<file path="config.mk">
export PLATFORM = sky130hd
export DESIGN_NAME = motor_feedback_multiturn_tracker_flat
export DESIGN_NICKNAME = d
export VERILOG_FILES = /design/src/rtl/mft_pkg.sv /design/src/rtl/mft_ifs.sv /design/src/rtl/mft_in_stage.sv /design/src/rtl/mft_track_core.sv /design/src/rtl/motor_feedback_multiturn_tracker.sv /design/src/flat_wrapper.sv
export VERILOG_INCLUDE_DIRS = /design/src /design/src/rtl
export SDC_FILE = /design/constraint.sdc
export NUM_CORES = 1
export LEC_CHECK = 0
export BUFFER_PORTS_ARGS = -buffer_cell sky130_fd_sc_hd__buf_4
export CAP_MARGIN = 30
export CORE_MARGIN = 3
export CORE_UTILIZATION = 60
export CTS_CLUSTER_SIZE = 24
export DETAILED_ROUTE_END_ITERATION = 10
export PLACE_DENSITY = 0.87
export RECOVER_POWER = 25
export SETUP_SLACK_MARGIN = 0.5
export SYNTH_ARGS = -nofsm -noshare
export SYNTH_HDL_FRONTEND = slang
export SYNTH_SLANG_ARGS = --single-unit
</file>
<file path="constraint.sdc">
create_clock -name clk_i -period 13.34 [get_ports clk_i]
set_input_delay 0.667 -clock clk_i [delete_from_list [all_inputs] [get_ports clk_i]]
set_output_delay 0.667 -clock clk_i [all_outputs]
set_load 0.02 [all_outputs]
</file>
<file path="src/rtl/motor_feedback_multiturn_tracker_defines.svh">
// Assertion macros used by the motor feedback tracker top level.
`ifndef MOTOR_FEEDBACK_MULTITURN_TRACKER_DEFINES_SVH
`define MOTOR_FEEDBACK_MULTITURN_TRACKER_DEFINES_SVH

// Same-cycle implication, disabled while reset is asserted.
`define MFT_ASSERT_NOW(label, clk, rst_n, ante, cons) \
  label: assert property (@(posedge clk) disable iff (!rst_n) (ante) |-> (cons)) \
    else $error("assertion failed");

// Next-cycle implication, disabled while reset is asserted.
`define MFT_ASSERT_NEXT(label, clk, rst_n, ante, cons) \
  label: assert property (@(posedge clk) disable iff (!rst_n) (ante) |=> (cons)) \
    else $error("assertion failed");

`endif

</file>
<file path="src/rtl/mft_pkg.sv">
// Types and constants of the motor feedback multi-turn tracker.
package mft_pkg;

  localparam int unsigned IDENT_W = 11;
  localparam int unsigned ANGLE_W = 16;
  localparam int unsigned COUNT_W = 8;
  localparam int unsigned TURN_W  = 32;
  localparam int unsigned CFG_W   = 11;
  localparam int unsigned FULL_TURN_SHIFT = 13;

  localparam logic signed [ANGLE_W:0] HALF_TURN     = 17'sd4096;
  localparam logic signed [ANGLE_W:0] NEG_HALF_TURN = -17'sd4096;

  localparam logic [IDENT_W-1:0] BASE_IDENTIFIER_RESET    = 11'd513;
  localparam logic [COUNT_W-1:0] CALIBRATION_FRAMES_RESET = 8'd50;
  localparam logic [COUNT_W-1:0] FRAME_COUNT_MAX          = 8'hFF;

  // Configuration register indexes.
  localparam logic CFG_BASE_IDENTIFIER    = 1'b0;
  localparam logic CFG_CALIBRATION_FRAMES = 1'b1;

  localparam logic BUS_FIRST = 1'b0;

  typedef struct packed {
    logic [IDENT_W-1:0] base_identifier;
    logic [COUNT_W-1:0] calibration_frames;
  } cfg_t;

  typedef struct packed {
    logic                      bus_select;
    logic [IDENT_W-1:0]        frame_identifier;
    logic [ANGLE_W-1:0]        angle_word;
    logic signed [15:0]        speed_word;
    logic signed [15:0]        current_word;
    logic [7:0]                temperature_byte;
  } item_t;

  typedef struct packed {
    logic                      matched;
    logic [1:0]                motor_index;
    logic                      calibrating;
    logic [ANGLE_W-1:0]        angle_now;
    logic signed [15:0]        speed_now;
    logic signed [15:0]        current_now;
    logic [7:0]                temperature_now;
    logic signed [TURN_W-1:0]  turn_count;
    logic signed [TURN_W-1:0]  multiturn_angle;
  } result_t;

endpackage

</file>
<file path="src/rtl/mft_ifs.sv">
// Valid/ready channel interfaces for feedback frames and tracker results.
interface mft_frame_if;
  logic               valid;
  logic               ready;
  logic               bus_select;
  logic [10:0]        frame_identifier;
  logic [15:0]        angle_word;
  logic signed [15:0] speed_word;
  logic signed [15:0] current_word;
  logic [7:0]         temperature_byte;

  modport source (output valid, bus_select, frame_identifier, angle_word, speed_word,
                  current_word, temperature_byte, input ready);
  modport sink   (input valid, bus_select, frame_identifier, angle_word, speed_word,
                  current_word, temperature_byte, output ready);
endinterface

interface mft_result_if;
  logic               valid;
  logic               ready;
  logic               matched;
  logic [1:0]         motor_index;
  logic               calibrating;
  logic [15:0]        angle_now;
  logic signed [15:0] speed_now;
  logic signed [15:0] current_now;
  logic [7:0]         temperature_now;
  logic signed [31:0] turn_count;
  logic signed [31:0] multiturn_angle;

  modport source (output valid, matched, motor_index, calibrating, angle_now, speed_now,
                  current_now, temperature_now, turn_count, multiturn_angle, input ready);
  modport sink   (input valid, matched, motor_index, calibrating, angle_now, speed_now,
                  current_now, temperature_now, turn_count, multiturn_angle, output ready);
endinterface

</file>
<file path="src/rtl/mft_in_stage.sv">
// Input register stage that holds one accepted feedback word.
module mft_in_stage (
  input  logic          clk_i,
  input  logic          rst_ni,
  input  logic          in_valid_i,
  output logic          in_ready_o,
  input  mft_pkg::item_t in_item_i,
  input  logic          adv_i,
  output logic          valid_o,
  output mft_pkg::item_t item_o
);

  logic           valid_q, valid_d;
  mft_pkg::item_t item_q;
  logic           accept;

  assign in_ready_o = !valid_q || adv_i;
  assign accept     = in_valid_i && in_ready_o;
  assign valid_d    = (valid_q && !adv_i) || accept;

  always_ff @(posedge clk_i or negedge rst_ni) begin
    if (!rst_ni) begin
      valid_q <= 1'b0;
    end else begin
      valid_q <= valid_d;
    end
  end

  always_ff @(posedge clk_i) begin
    if (accept) begin
      item_q <= in_item_i;
    end
  end

  assign valid_o = valid_q;
  assign item_o  = item_q;

endmodule

</file>
<file path="src/rtl/mft_track_core.sv">
// Motor selection, per-motor state and the turn/total angle update.
module mft_track_core #(
  parameter int unsigned MOTOR_COUNT = 4
) (
  input  logic             clk_i,
  input  logic             rst_ni,
  input  mft_pkg::cfg_t    cfg_i,
  input  mft_pkg::item_t   item_i,
  input  logic             commit_i,
  output mft_pkg::result_t res_o
);

  localparam int unsigned IDX_W = (MOTOR_COUNT > 1) ? $clog2(MOTOR_COUNT) : 1;

  logic [mft_pkg::ANGLE_W-1:0] prev_angle_q [MOTOR_COUNT];
  logic [mft_pkg::ANGLE_W-1:0] offset_q     [MOTOR_COUNT];
  logic [mft_pkg::TURN_W-1:0]  turn_q       [MOTOR_COUNT];
  logic [mft_pkg::COUNT_W-1:0] count_q      [MOTOR_COUNT];

  logic [mft_pkg::IDENT_W:0]   id_off;
  logic [IDX_W-1:0]            idx;
  logic                        matched;
  logic                        calib;
  logic [mft_pkg::ANGLE_W-1:0] angle;
  logic [mft_pkg::ANGLE_W-1:0] prev_angle;
  logic [mft_pkg::ANGLE_W-1:0] offset_d;
  logic [mft_pkg::TURN_W-1:0]  turn_old;
  logic [mft_pkg::TURN_W-1:0]  turn_d;
  logic [mft_pkg::COUNT_W-1:0] count_old;
  logic [mft_pkg::COUNT_W-1:0] count_d;
  logic signed [mft_pkg::ANGLE_W:0] jump;
  logic signed [mft_pkg::ANGLE_W:0] rel_angle;
  logic [mft_pkg::TURN_W-1:0]  total;
  logic                        wr_en;

  // The identifier offset carries a borrow bit so that ids below the base never match.
  assign id_off  = {1'b0, item_i.frame_identifier} - {1'b0, cfg_i.base_identifier};
  assign matched = (item_i.bus_select == mft_pkg::BUS_FIRST) && !id_off[mft_pkg::IDENT_W] &&
                   (id_off[mft_pkg::IDENT_W-1:0] < mft_pkg::IDENT_W'(MOTOR_COUNT));
  assign idx     = id_off[IDX_W-1:0];
  assign angle   = item_i.angle_word;

  assign prev_angle = prev_angle_q[idx];
  assign turn_old   = turn_q[idx];
  assign count_old  = count_q[idx];

  assign calib   = count_old <= cfg_i.calibration_frames;
  assign count_d = (count_old == mft_pkg::FRAME_COUNT_MAX) ? count_old
                                                           : count_old + 1'b1;
  assign offset_d = calib ? angle : offset_q[idx];

  assign jump = $signed({1'b0, angle}) - $signed({1'b0, prev_angle});

  always_comb begin
    turn_d = turn_old;
    if (!calib) begin
      if (jump > mft_pkg::HALF_TURN) begin
        turn_d = turn_old - 1'b1;
      end else if (jump < mft_pkg::NEG_HALF_TURN) begin
        turn_d = turn_old + 1'b1;
      end
    end
  end

  assign rel_angle = $signed({1'b0, angle}) - $signed({1'b0, offset_d});
  assign total     = {turn_d[mft_pkg::TURN_W-mft_pkg::FULL_TURN_SHIFT-1:0],
                      {mft_pkg::FULL_TURN_SHIFT{1'b0}}} +
                     mft_pkg::TURN_W'(rel_angle);

  assign wr_en = commit_i && matched;

  always_ff @(posedge clk_i or negedge rst_ni) begin
    if (!rst_ni) begin
      for (int k = 0; k < MOTOR_COUNT; k++) begin
        prev_angle_q[k] <= '0;
        offset_q[k]     <= '0;
        turn_q[k]       <= '0;
        count_q[k]      <= '0;
      end
    end else if (wr_en) begin
      prev_angle_q[idx] <= angle;
      offset_q[idx]     <= offset_d;
      turn_q[idx]       <= turn_d;
      count_q[idx]      <= count_d;
    end
  end

  always_comb begin
    res_o = '0;
    if (matched) begin
      res_o.matched         = 1'b1;
      res_o.motor_index     = id_off[1:0];
      res_o.calibrating     = calib;
      res_o.angle_now       = angle;
      res_o.turn_count      = turn_d;
      res_o.multiturn_angle = total;
      if (!calib) begin
        res_o.speed_now       = item_i.speed_word;
        res_o.current_now     = item_i.current_word;
        res_o.temperature_now = item_i.temperature_byte;
      end
    end
  end

endmodule

</file>
<file path="src/rtl/motor_feedback_multiturn_tracker.sv">
// Top level of the motor feedback multi-turn angle tracker.
// Usage:
// frame_i takes one received feedback word per handshake: bus, identifier, angle,
// speed, current and temperature. result_o gives exactly one word per frame, in
// order: matched, motor index, calibration flag, passthrough values, the signed
// turn count and the total angle. Words from the second bus or outside the four
// identifiers from base_identifier give an all-zero result and change nothing.
// A frame accepted into the input register moves through the per-motor
// read-modify-write into the result register whenever that register is empty or
// being drained. Throughput is one frame per cycle while the receiver is ready;
// the per-motor state is updated in the same cycle it is read, so consecutive
// frames to one motor need no stall.
// When the receiver stalls, the result register holds and the input register
// still takes one more frame; after that frame_i.ready drops until a result leaves.
// Reset clears all per-motor state and loads base_identifier 513 and
// calibration_frames 50. Configuration is written through cfg_we_i, cfg_idx_i and
// cfg_data_i, by the user only while no frame is in flight; the block does not check.
`include "motor_feedback_multiturn_tracker_defines.svh"

module motor_feedback_multiturn_tracker #(
  parameter int unsigned MOTOR_COUNT = 4
) (
  input  logic                         clk_i,
  input  logic                         rst_ni,
  input  logic                         cfg_we_i,
  input  logic                         cfg_idx_i,
  input  logic [mft_pkg::CFG_W-1:0]    cfg_data_i,
  mft_frame_if.sink                    frame_i,
  mft_result_if.source                 result_o
);

  mft_pkg::cfg_t    cfg_q;
  mft_pkg::item_t   in_item;
  mft_pkg::item_t   s1_item;
  mft_pkg::result_t res;
  mft_pkg::result_t res_q;
  logic             s1_valid;
  logic             adv;
  logic             out_valid_q, out_valid_d;

  always_ff @(posedge clk_i or negedge rst_ni) begin
    if (!rst_ni) begin
      cfg_q.base_identifier    <= mft_pkg::BASE_IDENTIFIER_RESET;
      cfg_q.calibration_frames <= mft_pkg::CALIBRATION_FRAMES_RESET;
    end else if (cfg_we_i) begin
      unique case (cfg_idx_i)
        mft_pkg::CFG_BASE_IDENTIFIER: begin
          cfg_q.base_identifier <= cfg_data_i[mft_pkg::IDENT_W-1:0];
        end
        mft_pkg::CFG_CALIBRATION_FRAMES: begin
          cfg_q.calibration_frames <= cfg_data_i[mft_pkg::COUNT_W-1:0];
        end
        default: begin
          cfg_q <= cfg_q;
        end
      endcase
    end
  end

  assign in_item.bus_select       = frame_i.bus_select;
  assign in_item.frame_identifier = frame_i.frame_identifier;
  assign in_item.angle_word       = frame_i.angle_word;
  assign in_item.speed_word       = frame_i.speed_word;
  assign in_item.current_word     = frame_i.current_word;
  assign in_item.temperature_byte = frame_i.temperature_byte;

  mft_in_stage u_in_stage (
    .clk_i      (clk_i),
    .rst_ni     (rst_ni),
    .in_valid_i (frame_i.valid),
    .in_ready_o (frame_i.ready),
    .in_item_i  (in_item),
    .adv_i      (adv),
    .valid_o    (s1_valid),
    .item_o     (s1_item)
  );

  // The held frame moves on whenever the result register is empty or being drained.
  assign adv = s1_valid && (!out_valid_q || result_o.ready);

  mft_track_core #(
    .MOTOR_COUNT (MOTOR_COUNT)
  ) u_track_core (
    .clk_i    (clk_i),
    .rst_ni   (rst_ni),
    .cfg_i    (cfg_q),
    .item_i   (s1_item),
    .commit_i (adv),
    .res_o    (res)
  );

  assign out_valid_d = adv || (out_valid_q && !result_o.ready);

  always_ff @(posedge clk_i or negedge rst_ni) begin
    if (!rst_ni) begin
      out_valid_q <= 1'b0;
    end else begin
      out_valid_q <= out_valid_d;
    end
  end

  always_ff @(posedge clk_i) begin
    if (adv) begin
      res_q <= res;
    end
  end

  assign result_o.valid           = out_valid_q;
  assign result_o.matched         = res_q.matched;
  assign result_o.motor_index     = res_q.motor_index;
  assign result_o.calibrating     = res_q.calibrating;
  assign result_o.angle_now       = res_q.angle_now;
  assign result_o.speed_now       = res_q.speed_now;
  assign result_o.current_now     = res_q.current_now;
  assign result_o.temperature_now = res_q.temperature_now;
  assign result_o.turn_count      = res_q.turn_count;
  assign result_o.multiturn_angle = res_q.multiturn_angle;

  `MFT_ASSERT_NOW(a_unmatched_zero, clk_i, rst_ni,
    out_valid_q && !res_q.matched,
    res_q.turn_count == '0 && res_q.multiturn_angle == '0 && !res_q.calibrating)
  `MFT_ASSERT_NOW(a_calib_no_passthrough, clk_i, rst_ni,
    out_valid_q && res_q.calibrating,
    res_q.matched && res_q.speed_now == '0 && res_q.current_now == '0)
  `MFT_ASSERT_NOW(a_full_blocks_input, clk_i, rst_ni,
    s1_valid && out_valid_q && !result_o.ready, !frame_i.ready)
  `MFT_ASSERT_NEXT(a_drain_refills, clk_i, rst_ni,
    s1_valid && out_valid_q && result_o.ready, out_valid_q)

endmodule

</file>
<file path="src/flat_wrapper.sv">
// flat-port wrapper written by rule: the top's interface ports become plain ports
module motor_feedback_multiturn_tracker_flat 
#(
  parameter int unsigned MOTOR_COUNT = 4
)
  (clk_i, rst_ni, cfg_we_i, cfg_idx_i, cfg_data_i, frame_i_valid, frame_i_bus_select, frame_i_frame_identifier, frame_i_angle_word, frame_i_speed_word, frame_i_current_word, frame_i_temperature_byte, frame_i_ready, result_o_valid, result_o_matched, result_o_motor_index, result_o_calibrating, result_o_angle_now, result_o_speed_now, result_o_current_now, result_o_temperature_now, result_o_turn_count, result_o_multiturn_angle, result_o_ready);
  mft_frame_if frame_i_i ();
  mft_result_if result_o_i ();
  input  logic clk_i;
  input  logic rst_ni;
  input  logic cfg_we_i;
  input  logic cfg_idx_i;
  input  logic [mft_pkg::CFG_W-1:0] cfg_data_i;
  input wire logic [$bits(frame_i_i.valid)-1:0] frame_i_valid;
  input wire logic [$bits(frame_i_i.bus_select)-1:0] frame_i_bus_select;
  input wire logic [$bits(frame_i_i.frame_identifier)-1:0] frame_i_frame_identifier;
  input wire logic [$bits(frame_i_i.angle_word)-1:0] frame_i_angle_word;
  input wire logic [$bits(frame_i_i.speed_word)-1:0] frame_i_speed_word;
  input wire logic [$bits(frame_i_i.current_word)-1:0] frame_i_current_word;
  input wire logic [$bits(frame_i_i.temperature_byte)-1:0] frame_i_temperature_byte;
  output wire logic [$bits(frame_i_i.ready)-1:0] frame_i_ready;
  output wire logic [$bits(result_o_i.valid)-1:0] result_o_valid;
  output wire logic [$bits(result_o_i.matched)-1:0] result_o_matched;
  output wire logic [$bits(result_o_i.motor_index)-1:0] result_o_motor_index;
  output wire logic [$bits(result_o_i.calibrating)-1:0] result_o_calibrating;
  output wire logic [$bits(result_o_i.angle_now)-1:0] result_o_angle_now;
  output wire logic [$bits(result_o_i.speed_now)-1:0] result_o_speed_now;
  output wire logic [$bits(result_o_i.current_now)-1:0] result_o_current_now;
  output wire logic [$bits(result_o_i.temperature_now)-1:0] result_o_temperature_now;
  output wire logic [$bits(result_o_i.turn_count)-1:0] result_o_turn_count;
  output wire logic [$bits(result_o_i.multiturn_angle)-1:0] result_o_multiturn_angle;
  input wire logic [$bits(result_o_i.ready)-1:0] result_o_ready;
  assign frame_i_i.valid = frame_i_valid;
  assign frame_i_i.bus_select = frame_i_bus_select;
  assign frame_i_i.frame_identifier = frame_i_frame_identifier;
  assign frame_i_i.angle_word = frame_i_angle_word;
  assign frame_i_i.speed_word = frame_i_speed_word;
  assign frame_i_i.current_word = frame_i_current_word;
  assign frame_i_i.temperature_byte = frame_i_temperature_byte;
  assign frame_i_ready = frame_i_i.ready;
  assign result_o_valid = result_o_i.valid;
  assign result_o_matched = result_o_i.matched;
  assign result_o_motor_index = result_o_i.motor_index;
  assign result_o_calibrating = result_o_i.calibrating;
  assign result_o_angle_now = result_o_i.angle_now;
  assign result_o_speed_now = result_o_i.speed_now;
  assign result_o_current_now = result_o_i.current_now;
  assign result_o_temperature_now = result_o_i.temperature_now;
  assign result_o_turn_count = result_o_i.turn_count;
  assign result_o_multiturn_angle = result_o_i.multiturn_angle;
  assign result_o_i.ready = result_o_ready;
  motor_feedback_multiturn_tracker #(.MOTOR_COUNT(MOTOR_COUNT)) u_core (.clk_i(clk_i), .rst_ni(rst_ni), .cfg_we_i(cfg_we_i), .cfg_idx_i(cfg_idx_i), .cfg_data_i(cfg_data_i), .frame_i(frame_i_i), .result_o(result_o_i));
endmodule
</file>
# Yosys cells after proc, flatten, opt, wreduce, memory -nomap -nowiden
# Index checks and enable logic that the tools add are counted.
[word_totals]
ff_bits = 501
output_inout_bits = 126
in_bits = 85
[op_classes]
reduce_logical = 20
add_sub_neg = 7
n_mux = 29
n_eq_ne = 1
bitwise = 4
magnitude_cmp = 6
[ops]
columns = ["cell", "count"]
rows = [
  ["$mux W32", 6],
  ["$bwmux W128", 1],
  ["$bwmux W64", 2],
  ["$mux W124", 1],
  ["$mux W16", 6],
  ["$bmux W16 S2", 2],
  ["$bmux W32 S2", 1],
  ["$demux W32 S2", 1],
  ["$mux W40", 1],
  ["$sub A16 B16 Y17", 2],
  ["$add A32 B1 Y32 const B", 1],
  ["$add A32 B32 Y32", 1],
  ["$bwmux W32", 1],
  ["$demux W16 S2", 1],
  ["$mux W8", 4],
  ["$sub A32 B1 Y32 const B", 1],
  ["$gt A17 B14 Y1 const B", 1],
  ["$lt A17 B13 Y1 const B", 1],
  ["$bmux W8 S2", 1],
  ["$demux W8 S2", 1],
  ["$sub A11 B11 Y12", 1],
  ["$lt A11 B3 Y1 const B", 1],
  ["$add A8 B1 Y8 const B", 1],
  ["$eq A8 B8 Y1 const B", 1],
  ["other kinds (10)", 27],
]

# Depth between registers and ports, before layout
# Gate-level depths: netlist of the first run.
[logic_depth]
ltp_word = 12
depth_mapped = 49
ltp_nobuf = 42

# Cells and area by module
# A second synthesis of the first run with hierarchy kept.
[unflattened]
hier_cells = 2191
hier_area_um2 = 24325.8
[modules_own_cells]
columns = ["module", "area_each_um2", "n_inst", "seq_area_each_um2", "cells_per_inst"]
rows = [
  ["mft_track_core", 17689.5, 1, 7206.9, 1950],
  ["motor_feedback_multiturn_tracker", 4540.6, 1, 4230.3, 169],
  ["mft_in_stage", 2095.8, 1, 2067.0, 72],
]

# Worst setup path before layout of the first run
# OpenSTA, ideal clock, no wires.
[synth_timing]
kind = "flip-flop to flip-flop"
startpoint = "register u_core.cfg_q[8] in the netlist's numbering"
endpoint = "register u_core.res_q (netlist bit u_core.result_o.multiturn_angle[31]), data pin"
required_ps = 13193
period_less_slack_ps = 9646
arrival_time_ps = 9500
path_slack_ps = 3694
n_path_buf = 7
path_stages_with_launch = 45
cell_sequence = "dfstp_2 ha_1 inv_1 fa_1 buf_2 buf_2 buf_2 buf_2 buf_1 mux4_2 ha_1 nor2b_1 o211ai_1 a211o_1 nand2_1 clkbuf_1 buf_1 mux2i_1 (+9 left out) o32ai_1 or2_2 xor2_1 ha_1 inv_1 fa_1 nor2b_1 o21ai_0 a21oi_1 o21ai_0 a21oi_1 o211ai_1 a21boi_0 o311ai_0 a21oi_1 xnor2_1 or3_1 a21oi_1"
[synth_between]
elab_chain_len = 11
[synth_rtl]
columns = ["element", "line", "rtl"]
rows = [
  ["start, declared", "motor_feedback_multiturn_tracker.sv:32", "mft_pkg::cfg_t cfg_q;"],
  ["start signal, assigned", "motor_feedback_multiturn_tracker.sv:54", "cfg_q <= cfg_q;"],
  ["$sub A11 B11 Y12 *", "mft_track_core.sv:37", "assign id_off = {1'b0, item_i.frame_identifier} - {1'b0, cfg_i.base_identifier};"],
  ["via u_core.u_track_core.id_off, one bit", "mft_track_core.sv:20", "logic [mft_pkg::IDENT_W:0] id_off;"],
  ["$not A2 Y3 (not written as such)", "n/a", ""],
  ["$bmux W16 S2", "mft_track_core.sv:43", "assign prev_angle = prev_angle_q[idx];"],
  ["$mux W16 (not written as such) (2 in series)", "mft_track_core.sv:43", ""],
  ["$sub A16 B16 Y17", "mft_track_core.sv:52", "assign jump = $signed({1'b0, angle}) - $signed({1'b0, prev_angle});"],
  ["$lt A17 B13 Y1", "mft_track_core.sv:59", "end else if (jump < mft_pkg::NEG_HALF_TURN) begin"],
  ["$mux W32", "mft_track_core.sv:59", ""],
  ["$mux W32", "mft_track_core.sv:57", "if (jump > mft_pkg::HALF_TURN) begin"],
  ["$mux W32", "mft_track_core.sv:56", "if (!calib) begin"],
  ["$add A32 B32 Y32", "mft_track_core.sv:67", "{mft_pkg::FULL_TURN_SHIFT{1'b0}}} +"],
  ["end signal, assigned", "motor_feedback_multiturn_tracker.sv:104", "res_q <= res;"],
  ["end, declared", "motor_feedback_multiturn_tracker.sv:36", "mft_pkg::result_t res_q;"],
]
# The timed path passes the listed nets; every way through them passes the cells marked *. The select of a mux whose other input is x is not followed.
# A chain may end at the register's enable or synchronous reset.

# Worst setup path after layout of the first run
# Ends and elaborated chain as after synthesis.

==> impl_metrics.ini, run 1 <==
[status]
outcome = complete, but fails checks
violations = capacitance limit, slew limit

[logic_synthesis]
synth-async-reset-ratio_pct = 61.7
synth_compound_gate_area_share_pct = 13.1
yosys.area_share.adder_pct = 3.79
synth.area.mux_share_pct = 7.61
syn_nets = 2377
synthFlopType = dfrtp_1
netlist_area_mm2 = 0.0241
synth_edf_count = 192
synth_xor_area_share_pct = 2.61
yosysWarningCount = 0
ys_seq_area_share_pct = 56.0
synth_top_family_by_area = simple AND/OR/NAND/NOR gates
netlist-cell-type-count = 80
synthCells = 2223
synth-simple-area-share_pct = 13.1
ys_seq_elements = 501
avgSynthCellArea_um2 = 10.8

[timing]
rsz0062_at_grt = no
finClkSkew_ns = 0.0264
relSlewSlack_pct = -435
max_freq_ghz = 0.0911
hold_viol_final = 0
post-route-period-util_pct = 82.3
final_max_slew_viol_count = 260
fin_setup_tns_ns = 0
setup_viol = 0
fin_crit_ns = 10.98
worstMarginPinSlew_ns = 8.02

[clock_network]
cts.path.max_buffers = 3
cts_resized = 0
root_buffer = clkbuf_16
post_cts_buffers = 0
postCtsHoldBufs = 0
cts_inserted_buffers = 51
clk_pin_slew_ns = 0.07
ctsHtreeMaxLevel = 2
cts_tree = yes
clock_sinks = 501
worstSkewPairLatency_ns = 0.62

[setup_path]
cp-end-kind = register
cp_common_cell = a21oi_1
start_kind = register
cp_slowest_stage_delay_ns = 1.32
critPathSlowestCell = fa_4
path_max_fanout = 49
critPathKind = reg -> reg
crit_family = compound AO/OA/AOI/OAI gates
crit_arrival_ns = 11.44
worst_ep_required_time_ns = 13.80
path_buf_inv = 3

[final_layout]
fillers = 2608
multi_input_area_mm2 = 0.00973
design_area_mm2 = 0.0278
num_antenna_cells = 0
syn_to_final_growth_pct = 15.2
fin_cells = 2953
nNetsFinal = 2546
drive_gt1_share_pct = 17.7
regArea_mm2 = 0.0135

[global_routing]
first_global_vias = 18300
gr-total-overflow = 0
grt_pass1_wl_mm = 95.6
grt_max_degree = 152
grt.total_usage_pct = 28.3
antenna_found_initial = 0

[detailed_routing]
totalWireLength_mm = 59.5
dr.pass1.iters = 8
routed_via_density = 6.16
ant_nets = 0
wire_per_inst_um = 20.2
drc = 0
drt_iter0_drc = 1631
via_count = 18200

[hold_path]
min_path_type = in -> reg

[die]
boundaryPins = 211
start_util_pct = 61.5
die_w_um = 206
dieArea_mm2 = 0.0426
core-area_mm2 = 0.0392
rows = 72
die_h_um = 206

[flow_run]
cap_violations = 3

[placement]
dp_cells = 2857
place_hpwl_mm = 38.7
placed_area_mm2 = 0.0261
port_buffers = 210
gp_congestion = 0.931

[power_and_ir_drop]
vdd_drop_max_mv = 0.119
powerDensity_mw_per_mm2 = 129
p_leak_nw = 11.9
[routing by layer]
layer	vias to the layer above	part of all wire (%)	track usage, %
met3	133	7.9	4.63
li1	8248	-	-
met2	879	50	47.0
met4	0	2.6	9.79
met1	8916	39	38.4
met5	-	0	0
[report_power, final]
group	internal [W]	total [W]	leakage (nW)	switching (W)
Clock	0.000814	0.00143	0.832	0.000613
Combinational	0.000173	0.000467	4.93	0.000295
Sequential	0.00166	0.00168	6.17	0.0000216
[layout by cell type, fill, tap and decap left out, drive strengths merged, types with 11 or more instances in the layout]
cell,instances
mux2,17
a21oi,65
dfrtp,304
and3,54
and2,12
nand3,27
nand2,356
clkbuf,143
nand2b,15
clkinv,21
o211ai,14
nor4,12
nor3,34
a21o,13
nor2b,11
buf,165
xor2,34
ha,65
xnor2,37
inv,109
o21ai,353
a32oi,11
mux4,69
edfxtp,192
nor2,145
[worst paths after layout]
check | slack, ns | depth (start not counted) | start | to
min in group asynchronous | 3.14 | 1 | rst_ni | u_core.u_track_core.turn_q[71]$_DFFE_PN0P_
setup / recovery | 2.36 | 38 | u_core.cfg_q[8]$_DFFE_PN1P_ | u_core.result_o.multiturn_angle[31]$_SDFFCE_PN0P_
hold / removal | 0.24 | 1 | frame_i_current_word[6] | u_core.u_in_stage.item_o[14]$_DFFE_PP_
setup reg to reg | 2.36 | 38 | u_core.cfg_q[8]$_DFFE_PN1P_ | u_core.result_o.multiturn_angle[31]$_SDFFCE_PN0P_
hold reg to reg | 0.48 | 2 | u_core.u_track_core.prev_angle_q[27]$_DFFE_PN0P_ | u_core.u_track_core.prev_angle_q[27]$_DFFE_PN0P_
max in group asynchronous | 5.62 | 2 | rst_ni | u_core.u_track_core.turn_q[1]$_DFFE_PN0P_
[cell usage after synthesis (4+ instances only)]
master / number / area share [%]
and3_1: 54 / 1.4
o21ai_1: 38 / 0.79
o21bai_1: 4 / 0.12
nand3_1: 27 / 0.56
a21oi_1: 63 / 1.3
a221oi_1: 4 / 0.15
mux2i_1: 9 / 0.37
dfstp_2: 5 / 0.55
a21boi_0: 6 / 0.19
and2_1: 11 / 0.29
mux4_2: 69 / 6.4
o31ai_1: 7 / 0.22
nand2b_1: 15 / 0.39
nand2_1: 356 / 5.5
nor4_1: 12 / 0.31
o41a_1: 4 / 0.19
nor2b_1: 11 / 0.29
ha_1: 65 / 3.4
xnor2_1: 36 / 1.3
or2_2: 7 / 0.18
or3_1: 10 / 0.26
a32oi_1: 11 / 0.40
o22ai_1: 4 / 0.10
a211oi_1: 8 / 0.25
edfxtp_1: 192 / 24
nor2_1: 145 / 2.3
mux2_2: 17 / 0.79
nand4_1: 5 / 0.13
nor3b_1: 7 / 0.22
o211ai_1: 14 / 0.44
clkbuf_1: 98 / 1.5
inv_1: 108 / 1.7
nor3_1: 33 / 0.69
a31oi_1: 8 / 0.21
fa_1: 4 / 0.33
o31a_1: 4 / 0.15
o21ai_0: 315 / 6.5
buf_2: 9 / 0.19
o21a_1: 5 / 0.16
buf_1: 9 / 0.14
dfrtp_1: 304 / 32
a2111oi_0: 8 / 0.29
buf_6: 4 / 0.19
a21o_1: 13 / 0.40
xor2_1: 34 / 1.2
[layout make-up]
class | instances | share of cell area (%)
flip-flops and latches | 501 | 48.6
multi-input cells | 1491 | 35.0
repair buffers | 237 | 6.39
clock buffers | 71 | 5.27
well taps | 518 | 2.33
inverters | 110 | 1.49
clock inverters | 25 | 0.869
[worst register-to-register path, delay by kind of cell (launching register included)]
family	cells	cell delay, ns
muxes	2	0.92
adders and majority gates	6	2.66
DFF	1	0.55
buffers and inverters	3	0.55
and+or+nand+nor	6	1.81
xor gates and xnor gates	2	0.23
AOI/OAI and AO/OA	19	4.10
[registers in the layout, summed over array words and instances (netlist names)]
name and cells:
u_core.u_track_core.turn_q 128, u_core.result_o.angle_now 16, u_core.result_o.calibrating 1, u_core.result_o.current_now 16, u_core.result_o.valid 1, u_core.result_o.speed_now 16
u_core.result_o.matched 1, u_core.u_in_stage.valid_o 1, u_core.result_o.temperature_now 8, u_core.result_o.motor_index 2, u_core.u_track_core.prev_angle_q 64, u_core.result_o.multiturn_angle 32
u_core.u_track_core.count_q 32, u_core.u_track_core.offset_q 64, u_core.result_o.turn_count 32, u_core.cfg_q 19, u_core.u_in_stage.item_o 68
[metrics by stage]
stage          setup WS (ns)  utilization, %  hold slack (ns)  power, W
3_3_place_gp            3.07            66.5            0.456   0.00215
5_1_grt                 1.71            70.9            0.218   0.00370
3_5_place_dp            2.61            66.6            0.465   0.00217
2_1_floorplan           3.69               -            0.371   0.00201
4_1_cts                 2.51            70.9            0.188   0.00359
6_report                2.36            70.9            0.239   0.00357
[cell families after synthesis]
| family | after synthesis |
|---|---|
| compound gates | 544 |
| xor+xnor | 71 |
| fa+ha+maj | 71 |
| buf+inv | 231 |
| flops | 501 |
| mux | 95 |
| simple gates | 710 |
(Power assumes the default switching activity.)
==> inputs of run 2 (changes only) <==
==> constraint.sdc (replaced) <==
create_clock -name clk_i -period 10.9 [get_ports clk_i]
set_input_delay 0.545 -clock clk_i [delete_from_list [all_inputs] [get_ports clk_i]]
set_output_delay 0.545 -clock clk_i [all_outputs]
set_load 0.02 [all_outputs]
==> impl_metrics.ini, run 2 (synthesis gave the netlist of run 1 again) <==
[global_routing]
grt_max_degree = 185
gr-total-overflow = 0
grt_pass1_wl_mm = 95.1
grt.total_usage_pct = 28.1
first_global_vias = 18300
antenna_found_initial = 0

[clock_network]
clock_sinks = 501
ctsHtreeMaxLevel = 2
root_buffer = clkbuf_16
post_cts_buffers = 0
cts_tree = yes
cts.path.max_buffers = 3
worstSkewPairLatency_ns = 0.61
cts_inserted_buffers = 50
postCtsHoldBufs = 0
clk_pin_slew_ns = 0.06

[detailed_routing]
totalWireLength_mm = 59.2
wire_per_inst_um = 20.0
drt_iter0_drc = 1675
dr.pass1.iters = 6
routed_via_density = 6.17
ant_nets = 0
drc = 0
via_count = 18200

[die]
die_w_um = 206
dieArea_mm2 = 0.0426
die_h_um = 206
core-area_mm2 = 0.0392
rows = 72
boundaryPins = 211
start_util_pct = 61.5

[timing]
setup_viol = 0
worstMarginPinSlew_ns = 6.62
max_freq_ghz = 0.102
final_max_slew_viol_count = 127
relSlewSlack_pct = -341
post-route-period-util_pct = 89.8
fin_setup_tns_ns = 0
rsz0062_at_grt = no
hold_viol_final = 0
finClkSkew_ns = 0.0398
fin_crit_ns = 9.79

[status]
outcome = complete, but fails checks
violations = capacitance limit, slew limit

[hold_path]
min_path_type = in -> reg

[final_layout]
largest_reg_flops = 128
syn_to_final_growth_pct = 14.9
final_cell_mix = nand2_1 (355), o21ai_0 (315), dfrtp_1 (304), edfxtp_1 (192), buf_4 (155)
nNetsFinal = 2546
fillers = 2672
fin_cells = 2952
drive_gt1_share_pct = 17.3
mostFrequentLayoutCell = nand2_1
top_register = u_core.u_track_core.turn_q
utilization_pct = 70.7
num_antenna_cells = 0

[setup_path]
worst_ep_required_time_ns = 11.36
path_max_fanout = 48
cp-end-kind = register
cp_common_cell = a21oi_1
crit_arrival_ns = 10.26
path_buf_inv = 2
critPathSlowestCell = fa_4
crit_family = compound AO/OA/AOI/OAI gates
start_kind = register
critPathKind = reg -> reg
cp_slowest_stage_delay_ns = 0.86

[power_and_ir_drop]
p_leak_nw = 11.9
internal_power_w = 0.00318
combPwrFrac_pct = 13.2
vdd_drop_max_mv = 0.128
power_switching_share_pct = 26.0
seq_power_share_pct = 47.8
powerDensity_mw_per_mm2 = 155
clkPwrFrac_pct = 38.9
p_sw_w = 0.00112
fin_total_pwr_w = 0.00429

[placement]
place_hpwl_mm = 38.2
gp_congestion = 0.914
port_buffers = 210
dp_cells = 2856

[flow_run]
cap_violations = 1
## run 2: cell count changes in the layout (fill, tap and decap cells not counted), sizes merged
| cell | before | now |
|---|---|---|
| clkbuf | 143 | 152 |
| buf | 165 | 158 |
| clkinvlp | 3 | 1 |
| bufinv | 2 | 1 |
| clkinv | 21 | 20 |
| inv | 109 | 110 |
## run 2: cell type report
type	count	area, um2	area share (%)
multi-input cells	1491	9740	35.2
repair buffers	238	1800	6.50
inverters	110	418	1.51
well taps	518	648	2.34
clock inverters	22	166	0.601
flip-flops and latches	501	13500	48.7
clock buffers	72	1430	5.15
## run 2: through the flow
stage	worst slack, ns	hold WS [ns]	instance area [um2]
after floorplan	1.25	0.249	24100
after global placement	1.47	0.456	26100
after detailed placement	1.12	0.465	26100
after CTS	1.02	0.0466	27700
after global routing	0.566	0.113	27700
final	1.11	0.133	27700
## run 2: final timing paths
check,start,end,slack (ns),cells past startpoint
hold / removal,frame_i_angle_word[15],u_core.u_in_stage.item_o[55]$_DFFE_PP_,0.13,1
min in group asynchronous,rst_ni,u_core.u_track_core.turn_q[72]$_DFFE_PN0P_,2.38,1
setup reg to reg,u_core.cfg_q[8]$_DFFE_PN1P_,u_core.result_o.multiturn_angle[31]$_SDFFCE_PN0P_,1.11,36
max in group asynchronous,rst_ni,u_core.result_o.valid$_DFF_PN0_,4.75,1
setup / recovery,u_core.cfg_q[8]$_DFFE_PN1P_,u_core.result_o.multiturn_angle[31]$_SDFFCE_PN0P_,1.11,36
hold reg to reg,u_core.u_track_core.prev_angle_q[26]$_DFFE_PN0P_,u_core.u_track_core.prev_angle_q[26]$_DFFE_PN0P_,0.48,2
## run 2: what timing repair did
item / CTS / global route
setup endpoints to repair: 0 / 3
gates resized for setup: 0 / 3
hold endpoints to repair: 0 / 0
## run 2: per-layer routing
metal	vias up	wire [um]	global-route usage [%]	part of all wire, %
met4	0	2220	11.0	3.8
met5	-	0	0	0
met1	8890	23400	38.3	40
met2	902	28800	45.5	49
li1	8252	-	-	-
met3	166	4780	5.12	8.1
## run 2: power groups by stage
stage / combinational [W] / sequential [W] / clock, W
floorplan: 0.000340 / 0.00212 / 0
finish: 0.000568 / 0.00205 / 0.00167
global route: 0.000619 / 0.00206 / 0.00177
global placement: 0.000553 / 0.00209 / 0
detailed placement: 0.000564 / 0.00209 / 0
CTS: 0.000569 / 0.00205 / 0.00169
